===== config.mk =====
export PLATFORM = sky130hd
export DESIGN_NAME = frontmatter_delimiter_scan_unit_flat
export DESIGN_NICKNAME = d
export VERILOG_FILES = /design/src/hdl/fds_pkg.sv /design/src/hdl/fds_in_if.sv /design/src/hdl/fds_out_if.sv /design/src/hdl/fds_in_stage.sv /design/src/hdl/fds_scan_core.sv /design/src/hdl/frontmatter_delimiter_scan_unit.sv /design/src/flat_wrapper.sv
export SDC_FILE = /design/constraint.sdc
export NUM_CORES = 1
export LEC_CHECK = 0
export ABC_AREA = 1
export BUFFER_PORTS_ARGS = -buffer_cell sky130_fd_sc_hd__buf_2
export CORE_UTILIZATION = 50
export DETAILED_ROUTE_END_ITERATION = 10
export HOLD_SLACK_MARGIN = 0.03
export PLACE_DENSITY = 0.66
export SETUP_SLACK_MARGIN = 0.2
export SYNTH_ARGS = -nofsm -noshare
export SYNTH_HDL_FRONTEND = slang
export SYNTH_SLANG_ARGS = --single-unit

===== constraint.sdc =====
create_clock -name clk_i -period 9.3 [get_ports clk_i]
set_clock_uncertainty 0.05 [all_clocks]
set_input_delay 1.86 -clock clk_i [delete_from_list [all_inputs] [get_ports clk_i]]
set_output_delay 1.86 -clock clk_i [all_outputs]
set_load 0.02 [all_outputs]

===== src/hdl/fds_pkg.sv =====
// ----------------------------------------------------------------------------
// fds_pkg: shared types and constants for the frontmatter delimiter scan
// Byte codes, scan phases, the scan state record and the word layouts that
// the input stage, the scan core and the top level all use.
// ----------------------------------------------------------------------------
package fds_pkg;

  // Width of the internal byte position counter. Offsets leave the block
  // on fixed 32-bit fields.
  localparam int unsigned PosBits = 32;
  localparam int unsigned OutBits = 32;

  typedef logic [PosBits-1:0] pos_t;
  typedef logic [OutBits-1:0] off_t;

  localparam pos_t PosMax = {PosBits{1'b1}};

  // Character codes.
  localparam logic [7:0] ChDash  = 8'h2D;
  localparam logic [7:0] ChDot   = 8'h2E;
  localparam logic [7:0] ChLf    = 8'h0A;
  localparam logic [7:0] ChCr    = 8'h0D;
  localparam logic [7:0] ChSpace = 8'h20;
  localparam logic [7:0] ChTab   = 8'h09;
  localparam logic [7:0] Bom0    = 8'hEF;
  localparam logic [7:0] Bom1    = 8'hBB;
  localparam logic [7:0] Bom2    = 8'hBF;

  // Body offset reported when no frontmatter exists but a mark was skipped.
  localparam off_t MarkLen = off_t'(3);
  // Number of dashes or dots in a delimiter.
  localparam logic [1:0] MarkerCount = 2'd3;

  typedef enum logic [3:0] {
    PhMark0     = 4'd0,
    PhMark1     = 4'd1,
    PhMark2     = 4'd2,
    PhOpen      = 4'd3,
    PhOpenTail  = 4'd4,
    PhOpenCr    = 4'd5,
    PhLineStart = 4'd6,
    PhCand      = 4'd7,
    PhCandTail  = 4'd8,
    PhMid       = 4'd9,
    PhAfterCr   = 4'd10,
    PhIdle      = 4'd11
  } phase_e;

  typedef struct packed {
    pos_t       byte_position;
    phase_e     scan_phase;
    logic [1:0] marker_progress;
    logic       marker_is_dots;
    logic       mark_seen;
    pos_t       block_begin;
    pos_t       line_end_candidate;
    logic       previous_was_cr;
    pos_t       block_length;
    pos_t       body_begin;
    logic       closing_found;
    logic       saturated;
  } scan_state_t;

  localparam scan_state_t ScanReset = '{
    byte_position:      '0,
    scan_phase:         PhMark0,
    marker_progress:    2'd0,
    marker_is_dots:     1'b0,
    mark_seen:          1'b0,
    block_begin:        '0,
    line_end_candidate: '0,
    previous_was_cr:    1'b0,
    block_length:       '0,
    body_begin:         '0,
    closing_found:      1'b0,
    saturated:          1'b0
  };

  typedef struct packed {
    logic       has_byte;
    logic [7:0] data_byte;
    logic       last;
  } in_word_t;

  typedef struct packed {
    logic found;
    logic bom_present;
    off_t frontmatter_start;
    off_t frontmatter_length;
    off_t body_offset;
    off_t total_length;
    logic too_long;
  } out_word_t;

endpackage


===== src/hdl/fds_in_if.sv =====
// ----------------------------------------------------------------------------
// fds_in_if: input byte channel
// Valid/ready channel that carries one document byte word per transfer.
// ----------------------------------------------------------------------------
interface fds_in_if;
  logic       valid;
  logic       ready;
  logic       has_byte;
  logic [7:0] data_byte;
  logic       last;

  modport source (output valid, output has_byte, output data_byte, output last,
                  input ready);
  modport sink (input valid, input has_byte, input data_byte, input last,
                output ready);
endinterface


===== src/hdl/fds_out_if.sv =====
// ----------------------------------------------------------------------------
// fds_out_if: result channel
// Valid/ready channel that carries one document summary word per transfer.
// ----------------------------------------------------------------------------
interface fds_out_if;
  logic        valid;
  logic        ready;
  logic        found;
  logic        bom_present;
  logic [31:0] frontmatter_start;
  logic [31:0] frontmatter_length;
  logic [31:0] body_offset;
  logic [31:0] total_length;
  logic        too_long;

  modport source (output valid, output found, output bom_present,
                  output frontmatter_start, output frontmatter_length,
                  output body_offset, output total_length, output too_long,
                  input ready);
  modport sink (input valid, input found, input bom_present,
                input frontmatter_start, input frontmatter_length,
                input body_offset, input total_length, input too_long,
                output ready);
endinterface


===== src/hdl/fds_in_stage.sv =====
// ----------------------------------------------------------------------------
// fds_in_stage: input register
// Captures one input word; refills in the same cycle the core takes it.
// ----------------------------------------------------------------------------
module fds_in_stage (
  input  logic              clk_i,
  input  logic              rst_ni,
  fds_in_if.sink            in_i,
  input  logic              advance_i,
  output logic              word_valid_o,
  output fds_pkg::in_word_t word_o
);

  logic              valid_q, valid_d;
  fds_pkg::in_word_t word_q;
  logic              load;

  // The register is free when empty or when its word moves on this cycle.
  assign in_i.ready = !valid_q || advance_i;
  assign load       = in_i.valid && in_i.ready;

  always_comb begin
    valid_d = valid_q;
    if (load) begin
      valid_d = 1'b1;
    end else if (advance_i) begin
      valid_d = 1'b0;
    end
  end

  always_ff @(posedge clk_i or negedge rst_ni) begin
    if (!rst_ni) begin
      valid_q <= 1'b0;
    end else begin
      valid_q <= valid_d;
    end
  end

  always_ff @(posedge clk_i) begin
    if (load) begin
      word_q <= '{has_byte: in_i.has_byte, data_byte: in_i.data_byte, last: in_i.last};
    end
  end

  assign word_valid_o = valid_q;
  assign word_o       = word_q;

endmodule


===== src/hdl/fds_scan_core.sv =====
// ----------------------------------------------------------------------------
// fds_scan_core: delimiter scan state and result register
// Updates the scan state with one byte per cycle unless a held result stalls
// it, and registers the summary of a document when its last word passes.
// ----------------------------------------------------------------------------
module fds_scan_core (
  input  logic              clk_i,
  input  logic              rst_ni,
  input  logic              word_valid_i,
  input  fds_pkg::in_word_t word_i,
  output logic              advance_o,
  fds_out_if.source         out_o
);

  fds_pkg::scan_state_t st_q, st_d, st_n;
  fds_pkg::out_word_t   res_q, res_d;
  logic                 res_valid_q, res_valid_d;
  logic                 take;

  function automatic fds_pkg::pos_t sat_next(fds_pkg::pos_t p);
    return (p == fds_pkg::PosMax) ? fds_pkg::PosMax : p + fds_pkg::pos_t'(1);
  endfunction

  function automatic fds_pkg::scan_state_t note_line_feed(fds_pkg::scan_state_t s,
                                                          fds_pkg::pos_t p);
    fds_pkg::scan_state_t r;
    r = s;
    r.line_end_candidate = (s.previous_was_cr && (p != '0)) ? p - fds_pkg::pos_t'(1) : p;
    r.scan_phase = fds_pkg::PhLineStart;
    return r;
  endfunction

  // A dash or dot at column 0 opens a candidate closing line; the block length
  // up to the preceding line break is latched at that point.
  function automatic fds_pkg::scan_state_t col0_byte(fds_pkg::scan_state_t s,
                                                     logic [7:0] b,
                                                     fds_pkg::pos_t p);
    fds_pkg::scan_state_t r;
    r = s;
    if (b == fds_pkg::ChDash || b == fds_pkg::ChDot) begin
      r.scan_phase      = fds_pkg::PhCand;
      r.marker_progress = 2'd1;
      r.marker_is_dots  = (b == fds_pkg::ChDot);
      if (p == s.block_begin || s.line_end_candidate < s.block_begin) begin
        r.block_length = '0;
      end else begin
        r.block_length = s.line_end_candidate - s.block_begin;
      end
    end else if (b == fds_pkg::ChLf) begin
      r = note_line_feed(s, p);
    end else begin
      r.scan_phase = fds_pkg::PhMid;
    end
    return r;
  endfunction

  assign advance_o = !res_valid_q || out_o.ready;
  assign take      = word_valid_i && advance_o;

  // Next scan state after the byte of the current word.
  always_comb begin
    logic [7:0]    b;
    fds_pkg::pos_t p;
    logic          blank;
    logic          is_cr;
    logic [7:0]    want;
    b     = word_i.data_byte;
    p     = st_q.byte_position;
    blank = (b == fds_pkg::ChSpace) || (b == fds_pkg::ChTab);
    is_cr = (b == fds_pkg::ChCr);
    want  = st_q.marker_is_dots ? fds_pkg::ChDot : fds_pkg::ChDash;
    st_n  = st_q;
    if (word_i.has_byte) begin
      unique case (st_q.scan_phase)
        fds_pkg::PhMark0: begin
          if (b == fds_pkg::Bom0) begin
            st_n.scan_phase = fds_pkg::PhMark1;
          end else if (b == fds_pkg::ChDash) begin
            st_n.scan_phase      = fds_pkg::PhOpen;
            st_n.marker_progress = 2'd1;
          end else begin
            st_n.scan_phase = fds_pkg::PhIdle;
          end
        end
        fds_pkg::PhMark1: begin
          st_n.scan_phase = (b == fds_pkg::Bom1) ? fds_pkg::PhMark2 : fds_pkg::PhIdle;
        end
        fds_pkg::PhMark2: begin
          if (b == fds_pkg::Bom2) begin
            st_n.mark_seen       = 1'b1;
            st_n.scan_phase      = fds_pkg::PhOpen;
            st_n.marker_progress = 2'd0;
          end else begin
            st_n.scan_phase = fds_pkg::PhIdle;
          end
        end
        fds_pkg::PhOpen: begin
          if (b == fds_pkg::ChDash) begin
            st_n.marker_progress = st_q.marker_progress + 2'd1;
            if (st_n.marker_progress == fds_pkg::MarkerCount) begin
              st_n.scan_phase = fds_pkg::PhOpenTail;
            end
          end else begin
            st_n.scan_phase = fds_pkg::PhIdle;
          end
        end
        fds_pkg::PhOpenTail: begin
          if (b == fds_pkg::ChLf) begin
            st_n.block_begin     = sat_next(p);
            st_n.previous_was_cr = 1'b0;
            st_n.scan_phase      = fds_pkg::PhLineStart;
          end else if (is_cr) begin
            st_n.scan_phase = fds_pkg::PhOpenCr;
          end else if (!blank) begin
            st_n.scan_phase = fds_pkg::PhIdle;
          end
        end
        fds_pkg::PhOpenCr: begin
          if (b == fds_pkg::ChLf) begin
            st_n.block_begin     = sat_next(p);
            st_n.previous_was_cr = 1'b0;
            st_n.scan_phase      = fds_pkg::PhLineStart;
          end else begin
            // A lone CR ended the opening line: the block starts at this byte.
            st_n.block_begin     = p;
            st_n                 = col0_byte(st_n, b, p);
            st_n.previous_was_cr = is_cr;
          end
        end
        fds_pkg::PhLineStart: begin
          st_n                 = col0_byte(st_q, b, p);
          st_n.previous_was_cr = is_cr;
        end
        fds_pkg::PhCand: begin
          if (b == want) begin
            st_n.marker_progress = st_q.marker_progress + 2'd1;
            if (st_n.marker_progress == fds_pkg::MarkerCount) begin
              st_n.scan_phase = fds_pkg::PhCandTail;
            end
          end else if (b == fds_pkg::ChLf) begin
            st_n = note_line_feed(st_q, p);
          end else begin
            st_n.scan_phase = fds_pkg::PhMid;
          end
          st_n.previous_was_cr = is_cr;
        end
        fds_pkg::PhCandTail: begin
          if (b == fds_pkg::ChLf || is_cr) begin
            st_n.closing_found = 1'b1;
            st_n.body_begin    = sat_next(p);
            st_n.scan_phase    = is_cr ? fds_pkg::PhAfterCr : fds_pkg::PhIdle;
          end else if (!blank) begin
            st_n.scan_phase = fds_pkg::PhMid;
          end
          st_n.previous_was_cr = is_cr;
        end
        fds_pkg::PhMid: begin
          if (b == fds_pkg::ChLf) begin
            st_n = note_line_feed(st_q, p);
          end
          st_n.previous_was_cr = is_cr;
        end
        fds_pkg::PhAfterCr: begin
          if (b == fds_pkg::ChLf) begin
            st_n.body_begin = sat_next(p);
          end
          st_n.scan_phase = fds_pkg::PhIdle;
        end
        default: begin
          st_n.scan_phase = fds_pkg::PhIdle;
        end
      endcase
      if (p == fds_pkg::PosMax) begin
        st_n.saturated = 1'b1;
      end else begin
        st_n.byte_position = p + fds_pkg::pos_t'(1);
      end
    end
  end

  // Document summary from the state after the last byte.
  always_comb begin
    logic          closed;
    fds_pkg::pos_t body;
    closed = st_n.closing_found || (st_n.scan_phase == fds_pkg::PhCandTail);
    body   = (st_n.scan_phase == fds_pkg::PhCandTail) ? st_n.byte_position
                                                      : st_n.body_begin;
    res_d.found              = closed;
    res_d.bom_present        = st_n.mark_seen;
    res_d.frontmatter_start  = closed ? fds_pkg::off_t'(st_n.block_begin) : '0;
    res_d.frontmatter_length = closed ? fds_pkg::off_t'(st_n.block_length) : '0;
    res_d.body_offset        = closed ? fds_pkg::off_t'(body)
                             : (st_n.mark_seen ? fds_pkg::MarkLen : '0);
    res_d.total_length       = fds_pkg::off_t'(st_n.byte_position);
    res_d.too_long           = st_n.saturated;
  end

  always_comb begin
    st_d        = st_q;
    res_valid_d = res_valid_q;
    if (advance_o) begin
      res_valid_d = take && word_i.last;
    end
    if (take) begin
      st_d = word_i.last ? fds_pkg::ScanReset : st_n;
    end
  end

  always_ff @(posedge clk_i or negedge rst_ni) begin
    if (!rst_ni) begin
      st_q        <= fds_pkg::ScanReset;
      res_valid_q <= 1'b0;
    end else begin
      st_q        <= st_d;
      res_valid_q <= res_valid_d;
    end
  end

  always_ff @(posedge clk_i) begin
    if (take && word_i.last) begin
      res_q <= res_d;
    end
  end

  assign out_o.valid              = res_valid_q;
  assign out_o.found              = res_q.found;
  assign out_o.bom_present        = res_q.bom_present;
  assign out_o.frontmatter_start  = res_q.frontmatter_start;
  assign out_o.frontmatter_length = res_q.frontmatter_length;
  assign out_o.body_offset        = res_q.body_offset;
  assign out_o.total_length       = res_q.total_length;
  assign out_o.too_long           = res_q.too_long;

endmodule


===== src/hdl/frontmatter_delimiter_scan_unit.sv =====
// An accepted word is held in the input stage until the core applies it to
// the scan state; on a last word the result register takes the summary.
// Throughput: one word per cycle, limited only by the output side holding a
// result; the scan state next-state logic is combinational.
// Reset: asynchronous and active low; it empties both registers and returns
// the scan to the start of a document. No clearing pass is needed.
// ----------------------------------------------------------------------------
// frontmatter_delimiter_scan_unit: YAML frontmatter delimiter scanner
// Streams a document one byte word at a time, skips an optional UTF-8 byte
// order mark, matches the "---" opening line and the "---" or "..." closing
// line, and reports frontmatter and body offsets on the last word.
// ----------------------------------------------------------------------------
// The design is two registers deep. The input stage holds one word and
// refills whenever the core consumes it, so a continuously streaming source
// sees ready high unless a held result stalls. The core advances whenever its
// result register is empty or being read, applies the byte to the scan state,
// and on a last word loads the document summary and restarts the scan for the
// next document in the same cycle. Offsets count from the first document
// byte; a byte order mark is included in them. Once the position counter
// reaches its maximum, it holds there and too_long is reported.
module frontmatter_delimiter_scan_unit (
  input  logic      clk_i,
  input  logic      rst_ni,
  fds_in_if.sink    in_i,
  fds_out_if.source out_o
);

  logic              advance;
  logic              word_valid;
  fds_pkg::in_word_t word;

  fds_in_stage u_in_stage (
    .clk_i        (clk_i),
    .rst_ni       (rst_ni),
    .in_i         (in_i),
    .advance_i    (advance),
    .word_valid_o (word_valid),
    .word_o       (word)
  );

  fds_scan_core u_scan_core (
    .clk_i        (clk_i),
    .rst_ni       (rst_ni),
    .word_valid_i (word_valid),
    .word_i       (word),
    .advance_o    (advance),
    .out_o        (out_o)
  );

endmodule


===== src/flat_wrapper.sv =====
// flat-port wrapper written by rule: the top's interface ports become plain ports
module frontmatter_delimiter_scan_unit_flat 
  (clk_i, rst_ni, in_i_valid, in_i_has_byte, in_i_data_byte, in_i_last, in_i_ready, out_o_valid, out_o_found, out_o_bom_present, out_o_frontmatter_start, out_o_frontmatter_length, out_o_body_offset, out_o_total_length, out_o_too_long, out_o_ready);
  fds_in_if in_i_i ();
  fds_out_if out_o_i ();
  input  logic clk_i;
  input  logic rst_ni;
  input wire logic [$bits(in_i_i.valid)-1:0] in_i_valid;
  input wire logic [$bits(in_i_i.has_byte)-1:0] in_i_has_byte;
  input wire logic [$bits(in_i_i.data_byte)-1:0] in_i_data_byte;
  input wire logic [$bits(in_i_i.last)-1:0] in_i_last;
  output wire logic [$bits(in_i_i.ready)-1:0] in_i_ready;
  output wire logic [$bits(out_o_i.valid)-1:0] out_o_valid;
  output wire logic [$bits(out_o_i.found)-1:0] out_o_found;
  output wire logic [$bits(out_o_i.bom_present)-1:0] out_o_bom_present;
  output wire logic [$bits(out_o_i.frontmatter_start)-1:0] out_o_frontmatter_start;
  output wire logic [$bits(out_o_i.frontmatter_length)-1:0] out_o_frontmatter_length;
  output wire logic [$bits(out_o_i.body_offset)-1:0] out_o_body_offset;
  output wire logic [$bits(out_o_i.total_length)-1:0] out_o_total_length;
  output wire logic [$bits(out_o_i.too_long)-1:0] out_o_too_long;
  input wire logic [$bits(out_o_i.ready)-1:0] out_o_ready;
  assign in_i_i.valid = in_i_valid;
  assign in_i_i.has_byte = in_i_has_byte;
  assign in_i_i.data_byte = in_i_data_byte;
  assign in_i_i.last = in_i_last;
  assign in_i_ready = in_i_i.ready;
  assign out_o_valid = out_o_i.valid;
  assign out_o_found = out_o_i.found;
  assign out_o_bom_present = out_o_i.bom_present;
  assign out_o_frontmatter_start = out_o_i.frontmatter_start;
  assign out_o_frontmatter_length = out_o_i.frontmatter_length;
  assign out_o_body_offset = out_o_i.body_offset;
  assign out_o_total_length = out_o_i.total_length;
  assign out_o_too_long = out_o_i.too_long;
  assign out_o_i.ready = out_o_ready;
  frontmatter_delimiter_scan_unit u_core (.clk_i(clk_i), .rst_ni(rst_ni), .in_i(in_i_i), .out_o(out_o_i));
endmodule

After elaboration in Yosys (flattened, before gate mapping)
Cells that the tools add are included.

operators by class
  add/sub/neg operators = 4
  $mul = 0
  divide/modulo/power cells = 0
  magnitude comparators = 1
  eq/ne operators = 35
  shifts and indexed selects = 0
  multiplexer cells = 62
  bitwise gates (word level) = 0
  reduce and logical (&&, ||, !) cells = 26

operators with widths
  operator                                                                  count
  32-bit 2-to-1 mux                                                         11
  171-bit 2-to-1 mux                                                        2
  32-bit case mux with 6 select lines                                       1
  32-bit case mux with 5 select lines                                       1
  139-bit 2-to-1 mux                                                        1
  133-bit 2-to-1 mux                                                        1
  32-bit case mux with 4 select lines                                       1
  99-bit 2-to-1 mux                                                         1
  32-bit case mux with 3 select lines                                       1
  33-bit 2-to-1 mux                                                         2
  66-bit 2-to-1 mux                                                         1
  4-bit 2-to-1 mux                                                          15
  4-bit case mux with 10 select lines                                       1
  34-bit 2-to-1 mux                                                         1
  32-bit by 1-bit adder with 32-bit output (second input constant)          1
  32-bit == test                                                            1
  32-bit == test (second input constant)                                    1
  32-bit less-than comparator                                               1
  32-bit nonzero test                                                       1
  32-bit by 1-bit subtractor with 32-bit output (second input constant)     1
  32-bit subtractor                                                         1
  3-bit by 2-bit inequality test with 1-bit output (second input constant)  10
  8-bit by 4-bit == test with 1-bit output (second input constant)          3
  8-bit by 6-bit == test with 1-bit output (second input constant)          3
  29 further kinds                                                          65

word-level totals
  register bits after elaboration = 314
  bits in latches = 0
  memory bits (writable) = 0
  ROM bits = 0
  input bits = 14
  output and inout port bits = 133
  word-level logic and storage cells = 152
  memories = 0

Longest topological paths before layout
  depth after elaboration = 11
  depth in mapped cells = 19
  depth with buffers taken out = 18

Modules after synthesis
A second synthesis with hierarchy kept.

unflattened totals
  cells, all modules = 2622
  area, all modules = 19635.1 um2

modules (own cells, without submodules)
  module         times used  cells an instance  area each (um2)  seq. area each (um2)
  fds_scan_core  1           2606               19289.8          8237.9
  fds_in_stage   1           16                 345.3            325.3

Worst setup path before layout
No wires, ideal clock.

  path kind = input -> register
  start point = input port out_o_ready
  end point = register u_core.u_scan_core.st_q[69] in the netlist's numbering
  library setup time = 83 ps
  arrival = 9297 ps
  required time = 9167 ps
  slack = -130 ps
  stages on the path = 11
  buffers on the path = 1
  cells stage by stage = inv_1 > nand2_1 > nand2_1 > nor2_1 > inv_1 > nand2_1 > nand2_1 > nor3_2 > nand3_1 > clkbuf_1 > o22ai_1

between the ends
  cells in the longest elaborated chain, start to end = 3

RTL lines
  item                                  line                  text
  start, declared                       flat_wrapper.sv:21    input wire logic [$bits(out_o_i.ready)-1:0] out_o_ready;
  1-bit logical OR                      fds_scan_core.sv:57   assign advance_o = !res_valid_q || out_o.ready;
  1-bit logical AND                     fds_scan_core.sv:58   assign take = word_valid_i && advance_o;
  6-bit AND reduction (no source line)  n/a
  end signal, assigned                  fds_scan_core.sv:211  st_q <= fds_pkg::ScanReset;
  end signal, assigned                  fds_scan_core.sv:214  st_q <= st_d;
  end, declared                         fds_scan_core.sv:15   fds_pkg::scan_state_t st_q, st_d, st_n;

Every way passes these cells.
A chain may end at the register's enable or synchronous reset.

Final worst setup path
  start point = input port out_o_ready
  end point = register u_core.u_scan_core.st_q[93] in the netlist's numbering

The elaborated chain is that of the path after synthesis.

==> metrics.md <==
| Metric | Value |
|---|---|
| Status | complete, no violations |
| DR iter-0 viols | 1807 |
| Top FF cell, synth | dfrtp_1 |
| Count of cell types in the netlist | 45 |
| Placement Rows | 72 |
| GR Overflow Total | 0 |
| CTS sink count | 314 |
| Die footprint | 39870 µm² |
| Post-synthesis register bit count | 314 |
| Maximum Capacitance Violations | 0 |
| Post-route ant nets | 0 |
| Vias in the first global route | 17.58k |
| Mapped cell area | 19540 µm² |
| CP startpoint kind | primary input |
| Placed cell area | 20470 µm² |
| CTS Buffer Depth | 3 |
| Largest net degree at the start of global routing | 101 |
| Pwr per Cell Area | 211.9 nW/µm² |
| Top Ports | 147 |
| Critical path's slowest cell | nand3_1 |
| Crit path time final | 5203 ps |
| Sequential share of the synthesized area | 0.4383 |
| Worst path arrival time | 5620 ps |
| DR DRC count | 0 |
| Layout cells sized above 1 | 0.1015 |
| Relative slew slack | 0.1633 |
| Final setup vio count | 0 |
| 1st-pass router iterations | 6 |
| Num CTS Buffers | 37 |
| CTS tree | done |
| Max Clk Rate | 192.2 MHz |
| Worst slew pin tran | 1251 ps |
| CP most frequent cell | nand2_1 |
| Leakage | 9.666 nW |
| Routed len/inst | 20.37 µm |
| Sum Neg Setup Slack | 0 ps |
| Routed WL | 65960 µm |
| # diodes | 0 |
| Slew Viols, Final | 0 |
| H-tree depth | 2 |
| Fin. Hold Viols | 0 |
| Dpl hpwl | 47900 µm |
| Initial Util | 0.5067 |
| Worst Path Required | 9720 ps |
| Setup bufs post-CTS | 0 |
| Die Y | 199.7 µm |
| Syn avg cell area | 7.429 µm² |
| Crit-path max FO | 39 |
| Largest cells by area after synthesis | dfrtp_1, edfxtp_1, nand2_1 |
| Async set-reset flop share out of synthesis | 0.5510 |
| Setup CP Type | in -> reg |
| Final period utilization | 0.5595 |
| Top cell type by total area after synthesis | dfrtp_1 |
| Worst IR Drop VDD | 0.0001226 V |
| Worst hold path type | reg -> reg |
| RSZ-0062 raised after global routing | false |
| First-pass GRT wire length | 101800 µm |
| Crit-path leading delay family | simple AND/OR/NAND/NOR gates |
| Worst setup EP type | flop |
| Via density per instance | 5.820 |
| Final GP Congestion | 0.9494 |
| Post-synth EDFFs | 141 |
| Initial antenna violation count | 1 |
| Critical path cell sequence | buf_2 > inv_1 > nand2_1 > nand2_1 > buf_4 > nor2_4 > inv_1 > nand2_1 > nand2_1 > nor3_4 > nand3_1 > inv_1 > o211ai_1 > o21ai_1 |
| Resize count post-CTS | 0 |
| CTS Hold Bufs | 0 |
| Finished layout cell area | 21690 µm² |
| CTS clk-pin slew, worst paths | 50 ps |
| Top-area cell type share of the netlist area | 0.2216 |
| Worst skew pair latency | 560 ps |
| Net count of the mapped netlist | 2682 |
| Synth Instances | 2630 |
| Port bufs | 146 |
| Root buffer cell | clkbuf_16 |
| Tot GR Track Use | 0.3362 |
| CP max stage delay | 1230 ps |
| Routed vias | 18.85k |
| Chip width | 199.7 µm |
| Buf+Inv Stages, Crit Path | 5 |
| Nets | 2746 |
| Area Growth Syn to Fin | 11.03% |
| Core area | 38560 µm² |
| Yosys Warn Count | 0 |
[logic make-up after synthesis]
| family | Yosys count | share of synthesized area |
|---|---|---|
| buf+inv | 395 | 0.08171 |
| compound gates | 555 | 0.1568 |
| xor+xnor | 61 | 0.02734 |
| simple gates | 1267 | 0.2712 |
| flops | 314 | 0.4383 |
| fa+ha+maj | 38 | 0.02472 |
[layout by cell type, fill, tap and decap left out, drive strengths merged, types with 9 or more instances in the layout]
master,count
nor4,9
o22ai,86
ha,37
and2,14
nor3,27
a21oi,123
xor2,54
nand4,48
o21ai,277
nor2,306
clkbuf,50
edfxtp,141
o211ai,10
buf,165
nand2,692
nand3,158
dfrtp,173
a22oi,39
inv,255
[state kept, by name, summed over array words and instances, names as in the netlist]
register,count
u_core.u_scan_core.st_q,171
u_core.u_scan_core.out_o.body_offset,32
u_core.u_scan_core.out_o.frontmatter_length,32
u_core.u_scan_core.out_o.frontmatter_start,32
u_core.u_scan_core.out_o.total_length,32
u_core.u_in_stage.word_o,10
u_core.u_in_stage.word_valid_o,1
u_core.u_scan_core.out_o.bom_present,1
u_core.u_scan_core.out_o.found,1
u_core.u_scan_core.out_o.too_long,1
u_core.u_scan_core.out_o.valid,1
[area by class of cell]
type | count | area (µm²)
fillers | 3797 | 16860
multi-input cells | 1921 | 9417
flip-flops and latches | 314 | 8563
clock buffers | 50 | 1015
inverters | 255 | 959.7
repair buffers | 165 | 879.6
well taps | 518 | 648.1
clock inverters | 15 | 212.7
[per-layer routing]
layer,vias to the layer above,share of wire,global-route usage
met5,-,0.00015,0
met4,2,0.031,0.1156
met3,115,0.087,0.06245
met2,789,0.44,0.4960
met1,9012,0.45,0.4913
li1,8927,-,-
[synth_stat cells, drive strengths merged, types with 2 or more instances]
library cell	instances
nand2	692
nor2	306
o21ai	277
inv	253
dfrtp	173
nand3	158
edfxtp	141
a21oi	123
o22ai	86
clkbuf	81
buf	59
xor2	54
nand4	48
a22oi	39
ha	37
nor3	27
and2	14
o211ai	10
nor4	9
nand3b	8
o21a	7
xnor2	7
o21bai	4
or2	4
a31oi	3
a21o	2
clkinv	2
[stage by stage]
step / util / hold slack, ps / total power [W] / setup WS [ps] / cells
CTS: 0.5627 / 430.4 / 0.004601 / 4164 / 3238
finish: 0.5627 / 427.9 / 0.004598 / 4097 / 3238
global placement: 0.5308 / 411.0 / 0.003074 / 3753 / 3173
global route: 0.5627 / 451.9 / 0.004850 / 3633 / 3238
floorplan: - / 399.2 / 0.002704 / 2251 / 2630
detailed placement: 0.5308 / 414.8 / 0.003093 / 3599 / 3173
[path summary, 6_finish.rpt]
path                                             startpoint                           end  slack [ps]  cells past startpoint
worst max-delay path                            out_o_ready   u_core.u_scan_core.st_q[93]        4100                     14
worst min-delay path            u_core.u_scan_core.st_q[36]   u_core.u_scan_core.st_q[36]         430                      2
worst max register to register  u_core.u_in_stage.word_o[9]   u_core.u_scan_core.st_q[93]        4980                     10
worst min register to register  u_core.u_scan_core.st_q[36]   u_core.u_scan_core.st_q[36]         430                      2
max in group asynchronous                            rst_ni  u_core.u_scan_core.st_q[166]        6590                      2
min in group asynchronous                            rst_ni   u_core.u_scan_core.st_q[61]        1240                      1
[power breakdown]
| group | leakage, nW | switching, W | internal, W |
|---|---|---|---|
| registers | 3.75 | 0.0000487 | 0.00153 |
| clock network | 0.590 | 0.000605 | 0.000906 |
| logic | 5.32 | 0.00108 | 0.000426 |
| total | 9.67 | 0.00173 | 0.00287 |
[tightest hold or removal path: cells and delay by family (launching register included)]
kind / cells / cell delay [ps]
flops: 1 / 340
simple gates: 2 / 110
Note: power is estimated with default switching activity, not from simulation.
